==> config.mk <==
export PLATFORM = sky130hd
export DESIGN_NAME = config_directive_tokenizer
export DESIGN_NICKNAME = d
export VERILOG_FILES = /design/src/rtl/cdt_pkg.sv /design/src/rtl/cdt_front.sv /design/src/rtl/cdt_fifo.sv /design/src/rtl/cdt_back.sv /design/src/rtl/config_directive_tokenizer.sv
export SDC_FILE = /design/constraint.sdc
export NUM_CORES = 1
export LEC_CHECK = 0
export BUFFER_PORTS_ARGS = -buffer_cell sky130_fd_sc_hd__buf_2
export CAP_MARGIN = 20
export CORE_MARGIN = 1.5
export CORE_UTILIZATION = 60
export CTS_CLUSTER_DIAMETER = 60
export DETAILED_ROUTE_END_ITERATION = 7
export PLACE_DENSITY = 0.77
export RECOVER_POWER = 25
export SYNTH_ARGS = -nofsm -noshare
export SYNTH_HDL_FRONTEND = slang
export SYNTH_SLANG_ARGS = --single-unit
==> constraint.sdc <==
create_clock -name i_clk -period 6.2 [get_ports i_clk]
set_input_delay 0.62 -clock i_clk [delete_from_list [all_inputs] [get_ports i_clk]]
set_output_delay 0.62 -clock i_clk [all_outputs]
set_load 0.005 [all_outputs]
==> src/rtl/cdt_pkg.sv <==
`default_nettype none

package cdt_pkg;

    // Longest word, in bytes, before a further word byte is refused
    localparam logic [12:0] MAX_TOKEN_LEN = 13'd4096;

    // Queue between front and back
    localparam int unsigned QDEPTH = 4;
    localparam int unsigned QAW    = $clog2(QDEPTH);

    // Bytes with a meaning of their own
    localparam logic [7:0] CH_TAB    = 8'h09;
    localparam logic [7:0] CH_LF     = 8'h0A;
    localparam logic [7:0] CH_CR     = 8'h0D;
    localparam logic [7:0] CH_SPACE  = 8'h20;
    localparam logic [7:0] CH_DQUOTE = 8'h22;
    localparam logic [7:0] CH_HASH   = 8'h23;
    localparam logic [7:0] CH_DOLLAR = 8'h24;
    localparam logic [7:0] CH_SQUOTE = 8'h27;
    localparam logic [7:0] CH_RPAREN = 8'h29;
    localparam logic [7:0] CH_SEMI   = 8'h3B;
    localparam logic [7:0] CH_BSLASH = 8'h5C;
    localparam logic [7:0] CH_LOW_N  = 8'h6E;
    localparam logic [7:0] CH_LOW_R  = 8'h72;
    localparam logic [7:0] CH_LOW_T  = 8'h74;
    localparam logic [7:0] CH_LBRACE = 8'h7B;
    localparam logic [7:0] CH_RBRACE = 8'h7D;

    typedef enum logic [2:0] {
        EV_WORD_BYTE,
        EV_WORD_END,
        EV_SEMI,
        EV_OPEN,
        EV_CLOSE,
        EV_DONE,
        EV_ERROR
    } t_event;

    typedef enum logic [2:0] {
        ERR_AFTER_QUOTE,
        ERR_STRAY_OPEN,
        ERR_STRAY_CLOSE,
        ERR_EARLY_END,
        ERR_TOO_LONG
    } t_err;

    // One output event
    typedef struct packed {
        t_event      kind;
        logic [7:0]  data;
        logic [2:0]  code;
    } t_res;

    // All events caused by one input byte (one or two)
    typedef struct packed {
        logic        two;
        t_res        res0;
        t_res        res1;
        logic [7:0]  wc;
        logic [15:0] line;
    } t_entry;

    // Tokenizer state
    typedef struct packed {
        logic        between_words;
        logic        need_separator;
        logic        in_comment;
        logic        escape_pending;
        logic        after_dollar;
        logic        in_double_quote;
        logic        in_single_quote;
        logic [12:0] word_length;
        logic [7:0]  word_count;
        logic [15:0] line_count;
        logic        error_hold;
    } t_tok_state;

    localparam t_tok_state TOK_RESET = '{
        between_words:   1'b1,
        need_separator:  1'b0,
        in_comment:      1'b0,
        escape_pending:  1'b0,
        after_dollar:    1'b0,
        in_double_quote: 1'b0,
        in_single_quote: 1'b0,
        word_length:     13'd0,
        word_count:      8'd0,
        line_count:      16'd1,
        error_hold:      1'b0
    };

    // Drop all word and statement state, keep line count and error hold
    function automatic t_tok_state clear_stmt(input t_tok_state s);
        t_tok_state r;
        r = TOK_RESET;
        r.line_count = s.line_count;
        r.error_hold = s.error_hold;
        return r;
    endfunction

    function automatic t_res mk_res(input t_event k, input logic [7:0] d,
                                    input logic [2:0] c);
        t_res r;
        r.kind = k;
        r.data = d;
        r.code = c;
        return r;
    endfunction

endpackage

`default_nettype wire

==> src/rtl/cdt_front.sv <==
`default_nettype none

module cdt_front (
    input  wire logic            i_clk,
    input  wire logic            i_rst_n,
    input  wire logic            i_valid,
    output logic                 o_ready,
    input  wire logic [7:0]      i_byte,
    input  wire logic            i_end,
    input  wire logic            i_q_full,
    output logic                 o_push,
    output cdt_pkg::t_entry      o_entry
);
    import cdt_pkg::*;

    t_tok_state r_s, n_s;
    t_res       res [2];
    logic [1:0] cnt;
    logic [7:0] wc;
    logic [15:0] line16;
    logic       ws, go;
    logic       wb_a, wb_b;
    logic [7:0] va, vb;
    logic       accept;

    assign o_ready = !i_q_full;
    assign accept  = i_valid && !i_q_full;

    // Classify the byte and work out next state and events
    always_comb begin
        n_s    = r_s;
        res[0] = mk_res(EV_WORD_BYTE, 8'd0, '0);
        res[1] = mk_res(EV_WORD_BYTE, 8'd0, '0);
        cnt    = 2'd0;
        wc     = r_s.word_count;
        line16 = r_s.line_count;
        ws     = (i_byte == CH_SPACE) || (i_byte == CH_TAB) ||
                 (i_byte == CH_CR) || (i_byte == CH_LF);
        go     = 1'b1;
        wb_a   = 1'b0;
        wb_b   = 1'b0;
        va     = i_byte;
        vb     = i_byte;

        if (i_end) begin
            if (!r_s.error_hold && (r_s.word_count != 8'd0 || !r_s.between_words)) begin
                res[cnt[0]] = mk_res(EV_ERROR, 8'd0, 3'(ERR_EARLY_END));
                cnt = cnt + 2'd1;
            end
            res[cnt[0]] = mk_res(EV_DONE, 8'd0, '0);
            cnt = cnt + 2'd1;
            n_s = TOK_RESET;
        end else if (!r_s.error_hold) begin
            if (i_byte == CH_LF) begin
                if (n_s.line_count != 16'hFFFF) begin
                    n_s.line_count = n_s.line_count + 16'd1;
                end
                n_s.in_comment = 1'b0;
            end
            line16 = n_s.line_count;
            if (!n_s.in_comment) begin
                if (n_s.escape_pending) begin
                    // Resolve the escaped byte
                    n_s.escape_pending = 1'b0;
                    wb_a = 1'b1;
                    case (i_byte)
                        CH_DQUOTE, CH_SQUOTE, CH_BSLASH: va = i_byte;
                        CH_LOW_T: va = CH_TAB;
                        CH_LOW_R: va = CH_CR;
                        CH_LOW_N: va = CH_LF;
                        default: begin
                            va   = CH_BSLASH;
                            wb_b = 1'b1;
                        end
                    endcase
                end else begin
                    // Byte right after a closing quote
                    if (n_s.need_separator) begin
                        go = 1'b0;
                        if (ws) begin
                            n_s.between_words  = 1'b1;
                            n_s.need_separator = 1'b0;
                        end else if (i_byte == CH_SEMI) begin
                            res[cnt[0]] = mk_res(EV_SEMI, 8'd0, '0);
                            cnt = cnt + 2'd1;
                            n_s = clear_stmt(n_s);
                        end else if (i_byte == CH_LBRACE) begin
                            res[cnt[0]] = mk_res(EV_OPEN, 8'd0, '0);
                            cnt = cnt + 2'd1;
                            n_s = clear_stmt(n_s);
                        end else if (i_byte == CH_RPAREN) begin
                            n_s.between_words  = 1'b1;
                            n_s.need_separator = 1'b0;
                            go = 1'b1;
                        end else begin
                            res[cnt[0]] = mk_res(EV_ERROR, 8'd0, 3'(ERR_AFTER_QUOTE));
                            cnt = cnt + 2'd1;
                            n_s.error_hold = 1'b1;
                        end
                    end
                    if (go) begin
                        if (n_s.between_words) begin
                            // Start of a word or a statement mark
                            if (!ws) begin
                                case (i_byte)
                                    CH_SEMI, CH_LBRACE: begin
                                        if (n_s.word_count == 8'd0) begin
                                            res[cnt[0]] = mk_res(EV_ERROR, 8'd0,
                                                                 3'(ERR_STRAY_OPEN));
                                            cnt = cnt + 2'd1;
                                            n_s.error_hold = 1'b1;
                                        end else begin
                                            res[cnt[0]] = mk_res(
                                                (i_byte == CH_SEMI) ? EV_SEMI : EV_OPEN,
                                                8'd0, '0);
                                            cnt = cnt + 2'd1;
                                            n_s = clear_stmt(n_s);
                                        end
                                    end
                                    CH_RBRACE: begin
                                        if (n_s.word_count != 8'd0) begin
                                            res[cnt[0]] = mk_res(EV_ERROR, 8'd0,
                                                                 3'(ERR_STRAY_CLOSE));
                                            cnt = cnt + 2'd1;
                                            n_s.error_hold = 1'b1;
                                        end else begin
                                            res[cnt[0]] = mk_res(EV_CLOSE, 8'd0, '0);
                                            cnt = cnt + 2'd1;
                                            n_s = clear_stmt(n_s);
                                        end
                                    end
                                    CH_HASH: n_s.in_comment = 1'b1;
                                    CH_BSLASH: begin
                                        n_s.escape_pending = 1'b1;
                                        n_s.between_words  = 1'b0;
                                    end
                                    CH_DQUOTE: begin
                                        n_s.in_double_quote = 1'b1;
                                        n_s.between_words   = 1'b0;
                                    end
                                    CH_SQUOTE: begin
                                        n_s.in_single_quote = 1'b1;
                                        n_s.between_words   = 1'b0;
                                    end
                                    default: begin
                                        n_s.between_words = 1'b0;
                                        wb_a = 1'b1;
                                    end
                                endcase
                            end
                        end else if (i_byte == CH_LBRACE && n_s.after_dollar) begin
                            wb_a = 1'b1;
                        end else begin
                            // Inside a word
                            n_s.after_dollar = 1'b0;
                            if (i_byte == CH_BSLASH) begin
                                n_s.escape_pending = 1'b1;
                            end else if (i_byte == CH_DOLLAR) begin
                                n_s.after_dollar = 1'b1;
                                wb_a = 1'b1;
                            end else if (n_s.in_double_quote || n_s.in_single_quote) begin
                                if ((n_s.in_double_quote && i_byte == CH_DQUOTE) ||
                                    (!n_s.in_double_quote && i_byte == CH_SQUOTE)) begin
                                    n_s.in_double_quote = 1'b0;
                                    n_s.in_single_quote = 1'b0;
                                    n_s.need_separator  = 1'b1;
                                    if (n_s.word_count != 8'hFF) begin
                                        n_s.word_count = n_s.word_count + 8'd1;
                                    end
                                    n_s.word_length = '0;
                                    wc = n_s.word_count;
                                    res[cnt[0]] = mk_res(EV_WORD_END, 8'd0, '0);
                                    cnt = cnt + 2'd1;
                                end else begin
                                    wb_a = 1'b1;
                                end
                            end else if (ws || i_byte == CH_SEMI || i_byte == CH_LBRACE) begin
                                n_s.between_words = 1'b1;
                                if (n_s.word_count != 8'hFF) begin
                                    n_s.word_count = n_s.word_count + 8'd1;
                                end
                                n_s.word_length = '0;
                                res[cnt[0]] = mk_res(EV_WORD_END, 8'd0, '0);
                                cnt = cnt + 2'd1;
                                wc = n_s.word_count;
                                if (i_byte == CH_SEMI) begin
                                    res[cnt[0]] = mk_res(EV_SEMI, 8'd0, '0);
                                    cnt = cnt + 2'd1;
                                    n_s = clear_stmt(n_s);
                                end else if (i_byte == CH_LBRACE) begin
                                    res[cnt[0]] = mk_res(EV_OPEN, 8'd0, '0);
                                    cnt = cnt + 2'd1;
                                    n_s = clear_stmt(n_s);
                                end
                            end else begin
                                wb_a = 1'b1;
                            end
                        end
                    end
                end
            end

            // Emit word bytes, refusing those past the length limit
            if (wb_a && !n_s.error_hold) begin
                if (n_s.word_length >= MAX_TOKEN_LEN) begin
                    res[cnt[0]] = mk_res(EV_ERROR, 8'd0, 3'(ERR_TOO_LONG));
                    cnt = cnt + 2'd1;
                    n_s.error_hold = 1'b1;
                end else begin
                    n_s.word_length = n_s.word_length + 13'd1;
                    res[cnt[0]] = mk_res(EV_WORD_BYTE, va, '0);
                    cnt = cnt + 2'd1;
                end
            end
            if (wb_b && !n_s.error_hold) begin
                if (n_s.word_length >= MAX_TOKEN_LEN) begin
                    res[cnt[0]] = mk_res(EV_ERROR, 8'd0, 3'(ERR_TOO_LONG));
                    cnt = cnt + 2'd1;
                    n_s.error_hold = 1'b1;
                end else begin
                    n_s.word_length = n_s.word_length + 13'd1;
                    res[cnt[0]] = mk_res(EV_WORD_BYTE, vb, '0);
                    cnt = cnt + 2'd1;
                end
            end
        end
    end

    // Pack the events of this byte for the queue
    always_comb begin
        o_entry.two  = cnt[1];
        o_entry.res0 = res[0];
        o_entry.res1 = res[1];
        o_entry.wc   = wc;
        o_entry.line = line16;
        o_push       = accept && (cnt != 2'd0);
    end

    // Advance the tokenizer state
    always_ff @(posedge i_clk) begin
        if (!i_rst_n) begin
            r_s <= TOK_RESET;
        end else if (accept) begin
            r_s <= n_s;
        end
    end

endmodule

`default_nettype wire

==> src/rtl/cdt_fifo.sv <==
`default_nettype none

module cdt_fifo (
    input  wire logic            i_clk,
    input  wire logic            i_rst_n,
    input  wire logic            i_push,
    input  wire cdt_pkg::t_entry i_entry,
    output logic                 o_full,
    input  wire logic            i_pop,
    output logic                 o_valid,
    output cdt_pkg::t_entry      o_entry
);
    import cdt_pkg::*;

    t_entry         r_mem [QDEPTH];
    logic [QAW-1:0] r_wr, r_rd;
    logic [QAW:0]   r_count;
    logic           do_push, do_pop;

    assign o_full  = (r_count == (QAW+1)'(QDEPTH));
    assign o_valid = (r_count != '0);
    assign o_entry = r_mem[r_rd];
    assign do_push = i_push && !o_full;
    assign do_pop  = i_pop && o_valid;

    // Store entries
    always_ff @(posedge i_clk) begin
        if (do_push) begin
            r_mem[r_wr] <= i_entry;
        end
    end

    // Advance pointers and fill count
    always_ff @(posedge i_clk) begin
        if (!i_rst_n) begin
            r_wr    <= '0;
            r_rd    <= '0;
            r_count <= '0;
        end else begin
            if (do_push) begin
                r_wr <= r_wr + QAW'(1);
            end
            if (do_pop) begin
                r_rd <= r_rd + QAW'(1);
            end
            case ({do_push, do_pop})
                2'b10:   r_count <= r_count + (QAW+1)'(1);
                2'b01:   r_count <= r_count - (QAW+1)'(1);
                default: r_count <= r_count;
            endcase
        end
    end

endmodule

`default_nettype wire

==> src/rtl/cdt_back.sv <==
`default_nettype none

module cdt_back (
    input  wire logic            i_clk,
    input  wire logic            i_rst_n,
    input  wire logic            i_q_valid,
    input  wire cdt_pkg::t_entry i_q_entry,
    output logic                 o_pop,
    output logic                 o_valid,
    input  wire logic            i_ready,
    output logic [2:0]           o_kind,
    output logic [7:0]           o_byte,
    output logic [7:0]           o_wc,
    output logic [2:0]           o_code,
    output logic [15:0]          o_line,
    output logic                 o_last
);
    import cdt_pkg::*;

    t_entry r_ent;
    logic   r_valid, r_idx;
    t_res   cur;
    logic   last, take;

    assign cur     = r_idx ? r_ent.res1 : r_ent.res0;
    assign last    = !r_ent.two || r_idx;
    assign take    = r_valid && i_ready;
    assign o_pop   = i_q_valid && (!r_valid || (take && last));
    assign o_valid = r_valid;
    assign o_kind  = cur.kind;
    assign o_byte  = cur.data;
    assign o_code  = cur.code;
    assign o_wc    = r_ent.wc;
    assign o_line  = r_ent.line;
    assign o_last  = last;

    // Load the next entry or step to its second event
    always_ff @(posedge i_clk) begin
        if (!i_rst_n) begin
            r_valid <= 1'b0;
            r_idx   <= 1'b0;
        end else if (o_pop) begin
            r_valid <= 1'b1;
            r_idx   <= 1'b0;
        end else if (take) begin
            r_valid <= !last;
            r_idx   <= !last;
        end
    end

    always_ff @(posedge i_clk) begin
        if (o_pop) begin
            r_ent <= i_q_entry;
        end
    end

endmodule

`default_nettype wire

==> src/rtl/config_directive_tokenizer.sv <==
`default_nettype none

// Configuration text tokenizer.
// Slave channel: one text byte per item in s_tdata; s_tlast marks the end of
// the text (the byte is then ignored). Master channel: one event per item,
// kind in m_tuser; m_tlast flags the last event caused by an input item.
// A byte may produce no event (whitespace, comments, bytes after an error),
// one event, or two (word end followed by ';' or '{', an escape that yields
// two bytes, a byte followed by a length error, early end plus done).
// The front tokenizer takes one byte per cycle whenever its four-entry queue
// has room; the back stage sends one event per cycle while m_tready is high,
// so a byte giving two events holds it for both. Events of an accepted byte
// are written into the queue, then into the output stage, and only then valid.
// Reset returns the tokenizer to the start of text, line count 1, and
// empties the queue. When the receiver stalls, the output holds and the queue
// fills; once it is full s_tready drops until the back stage drains an entry.
// The end marker also returns the tokenizer to its start state.
module config_directive_tokenizer (
    input  wire logic        i_clk,
    input  wire logic        i_rst_n,
    input  wire logic        i_s_tvalid,
    output logic             o_s_tready,
    input  wire logic [7:0]  i_s_tdata,   // [7:0] text_byte
    input  wire logic        i_s_tlast,   // end_of_input
    output logic             o_m_tvalid,
    input  wire logic        i_m_tready,
    output logic [39:0]      o_m_tdata,   // [7:0] word_byte, [15:8] words_in_statement,
                                          // [18:16] error_code, [34:19] line_number, zeros
    output logic [2:0]       o_m_tuser,   // [2:0] event_kind
    output logic             o_m_tlast    // last_of_run
);
    import cdt_pkg::*;

    logic        q_full, q_push, q_pop, q_valid;
    t_entry      f_entry, q_entry;
    logic [7:0]  b_byte, b_wc;
    logic [2:0]  b_code;
    logic [15:0] b_line;

    cdt_front u_front (
        .i_clk    (i_clk),
        .i_rst_n  (i_rst_n),
        .i_valid  (i_s_tvalid),
        .o_ready  (o_s_tready),
        .i_byte   (i_s_tdata),
        .i_end    (i_s_tlast),
        .i_q_full (q_full),
        .o_push   (q_push),
        .o_entry  (f_entry)
    );

    cdt_fifo u_fifo (
        .i_clk   (i_clk),
        .i_rst_n (i_rst_n),
        .i_push  (q_push),
        .i_entry (f_entry),
        .o_full  (q_full),
        .i_pop   (q_pop),
        .o_valid (q_valid),
        .o_entry (q_entry)
    );

    cdt_back u_back (
        .i_clk     (i_clk),
        .i_rst_n   (i_rst_n),
        .i_q_valid (q_valid),
        .i_q_entry (q_entry),
        .o_pop     (q_pop),
        .o_valid   (o_m_tvalid),
        .i_ready   (i_m_tready),
        .o_kind    (o_m_tuser),
        .o_byte    (b_byte),
        .o_wc      (b_wc),
        .o_code    (b_code),
        .o_line    (b_line),
        .o_last    (o_m_tlast)
    );

    // Pack the event fields
    assign o_m_tdata = {5'd0, b_line, b_code, b_wc, b_byte};

endmodule

`default_nettype wire
**Word-level counts from Yosys, hierarchy flattened**

Memory sizes are Yosys's and may differ from the RTL's. A register that Yosys moved wholly into a read port is not among the register bits.
Cells that the tools add are included.

- Memories: 1
- RAM bits: 212
- Logic and storage cells: 381
- Latch bits: 0
- Memory bits (read-only): 0
- Input bits: 13
- Register bits: 54

Memories:

| name | depth | width | rd ports | clocked after Yosys merged registers in | wr ports | RTL line | source |
|---|---|---|---|---|---|---|---|
| u_fifo.r_mem | 4 | 53 | 1 | 1 | 1 | cdt_fifo.sv:15 | `t_entry r_mem [QDEPTH];` |

- Add/sub/neg operators: 13
- Equal/unequal tests: 24
- Reductions and logical operators: 53
- Bitwise operators: 33
- Order comparisons: 12
- Shift-type cells: 0
- Div/mod/pow operators: 0
- $mul: 0
- Muxes and demuxes: 229

Operator list:

| cell | number |
|---|---|
| 45-bit two-way mux | 27 |
| 28-bit two-way mux | 25 |
| 14-bit two-way mux | 17 |
| 8-bit two-way mux | 28 |
| 43-bit two-way mux | 3 |
| 22-bit bitwise AND | 4 |
| 22-bit NOT | 4 |
| 28-bit bitwise mux | 3 |
| 41-bit two-way mux | 2 |
| 40-bit two-way mux | 2 |
| 26-bit bitwise AND | 3 |
| 13-bit two-way mux | 6 |
| 26-bit NOT | 3 |
| 38-bit one-hot mux with 2 select lines | 1 |
| 14-bit demux with 1-bit select | 5 |
| 2-bit two-way mux | 34 |
| 16-bit two-way mux | 4 |
| 8-bit by 6-bit equality test with 1-bit output, second input constant | 7 |
| 28-bit one-hot mux with 2 select lines | 1 |
| 1-bit two-way mux | 54 |
| 24-bit bitwise AND | 2 |
| 8-bit by 7-bit equality test with 1-bit output, second input constant | 6 |
| 24-bit NOT | 2 |
| 23-bit two-way mux | 2 |
| 43 further kinds | 119 |

**Logic depth before layout (Yosys ltp)**

- Depth in word-level cells: 63
- Gate-level depth with buffers: 24

**Cells and area by module**

Synthesis repeated with hierarchy kept, for this count alone.

- Cell total of the unflattened synthesis: 1197
- Area total of the unflattened synthesis: 15447.3 µm²

By module, submodules not included:

| module | area each (µm²) | cells an instance | seq. area each (µm²) | times used |
|---|---|---|---|---|
| cdt_fifo | 8209.1 | 329 | 6546.3 | 1 |
| cdt_front | 5088.6 | 758 | 900.9 | 1 |
| cdt_back | 2108.3 | 104 | 1631.6 | 1 |
| config_directive_tokenizer | 41.3 | 6 | 0.0 | 1 |

**Least setup slack after synthesis**

No wires, ideal clock.

- Path kind: input to register
- From: in i_s_tdata[4]
- To: reg u_front.r_s[35] in the netlist's numbering
- Stages: 22
- Library setup time: 0.115 ns
- Arrival time: 5.348 ns
- Slack: 0.737 ns
- Buffers on the path: 5
- Cell sequence: buf_2 buf_1 and4_1 nand3_1 clkbuf_1 and2_1 clkbuf_1 inv_1 ha_1 or4b_1 nand3_1 a31oi_1 o221ai_2 buf_6 and2_1 ha_1 o211ai_1 a2111oi_4 o22ai_4 nor4_4 nand4_1 a31o_1

- Word-level cells in the longest chain between the ends: 43
- Elaborated cells on any way between the ends: 127
- Classes of those cells: add/sub (2); order compare (2); eq/ne (16); mux (87); reduce/logical (20)

Ends and longest elaborated chain:

| element | RTL line | source |
|---|---|---|
| start: declaration | config_directive_tokenizer.sv:23 | `input wire logic [7:0] i_s_tdata,` |
| branches (longest 40 deep; another with 45-bit two-way mux) | n/a |  |
| 13-bit two-way mux * | cdt_front.sv:215 | `if (wb_b && !n_s.error_hold) begin` |
| 45-bit two-way mux * | cdt_front.sv:53 | `end else if (!r_s.error_hold) begin` |
| 45-bit two-way mux * | cdt_front.sv:45 | `if (i_end) begin` |
| end signal: assignment | cdt_front.sv:244 | `r_s <= n_s;` |
| end: declaration | cdt_front.sv:16 | `t_tok_state r_s, n_s;` |

Mark *: on every way between the ends. The select of a mux whose other input is x is not followed.
A chain may end at the register's enable or synchronous reset.

**Worst setup path after layout**

- From: in i_s_tdata[2]
- To: reg u_front.r_s[35] in the netlist's numbering

The elaborated chain is that of the path after synthesis.

==> flow_summary.yaml <==
outcome:
  status: "complete, but fails checks"
  violations: "capacitance limit, slew limit"
drt:
  vias: 10300
  wl_per_cell_um: 23.9
  drtIter0Drc: 1050
  drt_wl_total_mm: 38.1
  vias_per_cell: 6.46
  ant_nets: 0
  drcViolationCount: 0
  first_pass_iters: 5
clock_network:
  cts_num_sinks: 319
  cts_hold_buf: 0
  cts_htree_levels: 2
  clk_latency_ps: 520
  cts_buffer_depth: 3
  cts_resized: 0
  cts_tree: "done"
  root_buffer: "clkbuf_16"
  post_cts_buffers: 0
  cts_buffers: 35
  path_clk_slew_ps: 60
die:
  io_pins: 59
  die_h_um: 163
  initial_core_util: 0.611
  die_width_um: 163
  core_region_area_mm2: 0.0251
  num_rows: 58
  dieArea_mm2: 0.0265
job:
  drv_cap: 3
global_route:
  grt_max_degree: 56
  grt-ovfl-total: 0
  grt_pass1_vias: 10100
  grt_pass1_wl_mm: 58.6
  antenna_found_initial: 0
  grt_usage: 0.295
placement:
  dp_hpwl_mm: 25.0
  post-place-ws_ps: 461
  placed_cells: 1527
  place_congestion: 0.986
  port_buffers: 53
pwr:
  powerDensity_mw_per_mm2: 370
  finalPower_mw: 6.25
  intPower_mw: 4.51
  sw_frac_of_total: 0.278
  power.share.sequential: 0.484
  vdd_ir_drop_max_mv: 0.284
  p_comb_frac: 0.197
  switchingPower_mw: 1.74
  leakage_nw: 5.73
  pwr-share-clk: 0.319
timing:
  finalWorstSetupSlack_ps: 781
  finalSetupTns_ps: 0
  post-route-period-util: 0.874
  maxSlewHeadroom: -1.18
  hold_violations: 0
  drv_slew: 114
  maxClockFrequency_mhz: 185
  period_minus_slack_ps: 5420
  setup_violations: 0
  rsz0062_at_grt: "false"
  whs_ps: 447
  skew_ps: 26.7
  tightest_slew_ps: 3270
layout:
  syn2layout_area_growth_pct: 10.0
  layout_common_cells: "edfxtp_1 (265), nand2_1 (117), nor2_1 (74), o21ai_0 (64)"
  final_common_cell: "edfxtp_1"
  drive_above_1_share: 0.159
  nNetsFinal: 1265
  final_cells: 1594
  n_antenna_cell: 0
critical_path:
  endpoint_kind: "flip-flop"
  worst_setup_path_start_kind: "primary input"
  crit_arrival_ps: 5820
  critical-path-max-stage-delay_ps: 520
  crit_fanout: 17
  crit_type: "in -> reg"
  crit_slowest_cell: "nor3b_1"
  worstPathCellList: "clkbuf_1 > nor3b_1 > nand3_1 > and2_1 > inv_1 > ha_1 > or4b_1 > nand3_1 > a31oi_1 > o221ai_2 > buf_4 > and2_1 > ha_1 > o211ai_1 > a2111oi_4 > o22ai_4 > nor4_4 > nand4_1 > a31o_1"
  required_ps: 6600
synth:
  synthArstFlopShare: 0
  syn-cell-area_mm2: 0.0153
  syn_avg_cell_area_um2: 12.8
  syn_inst: 1202
  ys_warn_count: 0
  ys_types: 92
  synth-seq-area-share: 0.589
  synth_flop_cell: "edfxtp_1"
  synth_seq_cells: 319
  synth-edff-count: 265
hold_path:
  hp-class: "in -> reg"
## layout make-up
| class | instances | area [um^2] |
|---|---|---|
| fillers | 1807 | 8220 |
| multi-input cells | 776 | 5760 |
| repair buffers | 79 | 468 |
| flip-flops and latches | 319 | 9040 |
| well taps | 330 | 413 |
| clock inverters | 17 | 168 |
| clock buffers | 47 | 942 |
| inverters | 26 | 97.6 |
## through the flow
step                instance area (um^2)   util
detailed placement                 15800  0.631
CTS                                16900  0.675
global placement                   15800  0.631
finish                             16900  0.673
floorplan                          15400      -
global route                       16900  0.673
## state kept, by name, summed over array words and instances, names as in the netlist
| register | count |
|---|---|
| u_back.o_line | 16 |
| u_back.o_valid | 1 |
| u_back.o_wc | 8 |
| u_back.r_ent | 29 |
| u_back.r_idx | 1 |
| u_fifo.r_count | 3 |
| u_fifo.r_mem | 212 |
| u_fifo.r_rd | 2 |
| u_fifo.r_wr | 2 |
| u_front.r_s | 45 |
## layer usage
layer | global-route usage | wire length [um] | part of all wire | vias to the layer above
met5 | 0 | 0 | 0 | -
met4 | 0.112 | 1370 | 0.036 | 0
met3 | 0.0418 | 2620 | 0.069 | 99
met2 | 0.478 | 18300 | 0.48 | 497
met1 | 0.406 | 15800 | 0.42 | 5043
li1 | - | - | - | 4652
## cells in the mapped netlist (4+ instances only)
cell / count / area share
nand2_1: 117 / 0.029
ha_1: 14 / 0.011
mux4_2: 53 / 0.078
nand3_1: 30 / 0.0098
or3_1: 7 / 0.0029
dfxtp_1: 54 / 0.070
edfxtp_1: 265 / 0.52
o21ai_0: 65 / 0.021
xor2_1: 18 / 0.010
and4_1: 4 / 0.0023
o21a_1: 4 / 0.0020
a31oi_1: 19 / 0.0077
o211a_1: 5 / 0.0033
o21ai_1: 10 / 0.0033
nor4_1: 11 / 0.0045
a221o_1: 4 / 0.0026
clkbuf_1: 45 / 0.011
mux2_2: 20 / 0.015
xnor2_1: 21 / 0.012
mux2i_1: 6 / 0.0039
nor2_1: 73 / 0.018
buf_2: 7 / 0.0023
and2_1: 34 / 0.014
or4_1: 4 / 0.0020
o211ai_1: 4 / 0.0020
o31a_1: 4 / 0.0023
buf_4: 30 / 0.015
inv_1: 24 / 0.0059
and3_1: 12 / 0.0049
buf_1: 8 / 0.0020
a21boi_0: 17 / 0.0083
a22oi_1: 15 / 0.0073
a21oi_1: 34 / 0.011
nand4_1: 19 / 0.0077
o31ai_1: 7 / 0.0034
a21o_1: 6 / 0.0029
nor2b_1: 16 / 0.0065
nor3_1: 35 / 0.011
## logic make-up after synthesis
| kind of cell | Yosys count | share of synthesized area |
|---|---|---|
| compound gates | 233 | 0.106 |
| xor+xnor | 39 | 0.0223 |
| fa+ha+maj | 15 | 0.0127 |
| buf+inv | 119 | 0.0381 |
| flops | 319 | 0.589 |
| mux | 79 | 0.0964 |
| other cells | 1 | 0.000244 |
| simple gates | 397 | 0.136 |
## critical path: cells and delay by family
kind / cells / cell delay, ps
fa+ha+maj: 2 / 490
simple gates: 8 / 2530
buf+inv: 3 / 640
compound gates: 6 / 1530
## power by group through the flow
stage                     Clock, mW  Sequential (mW)  Combinational (mW)
after floorplan                   0             2.96               0.932
after global placement            0             3.04                1.20
after detailed placement          0             3.08                1.23
after CTS                      2.03             3.05                1.25
after global routing           2.10             3.07                1.34
final                          1.99             3.03                1.23
## worst paths after layout
check / start / to / slack, ps / cells past startpoint
min reg2reg: u_fifo.r_wr[1]$_SDFFE_PN0P_ / u_fifo.r_wr[1]$_SDFFE_PN0P_ / 500 / 2
min: i_m_tready / u_back.o_valid$_SDFFE_PN0P_ / 450 / 4
max: i_s_tdata[2] / u_front.r_s[35]$_SDFFE_PN0P_ / 780 / 19
max reg2reg: u_front.r_s[43]$_SDFFE_PN0P_ / u_front.r_s[35]$_SDFFE_PN0P_ / 1240 / 15
Note: power is estimated with default switching activity, not from simulation.
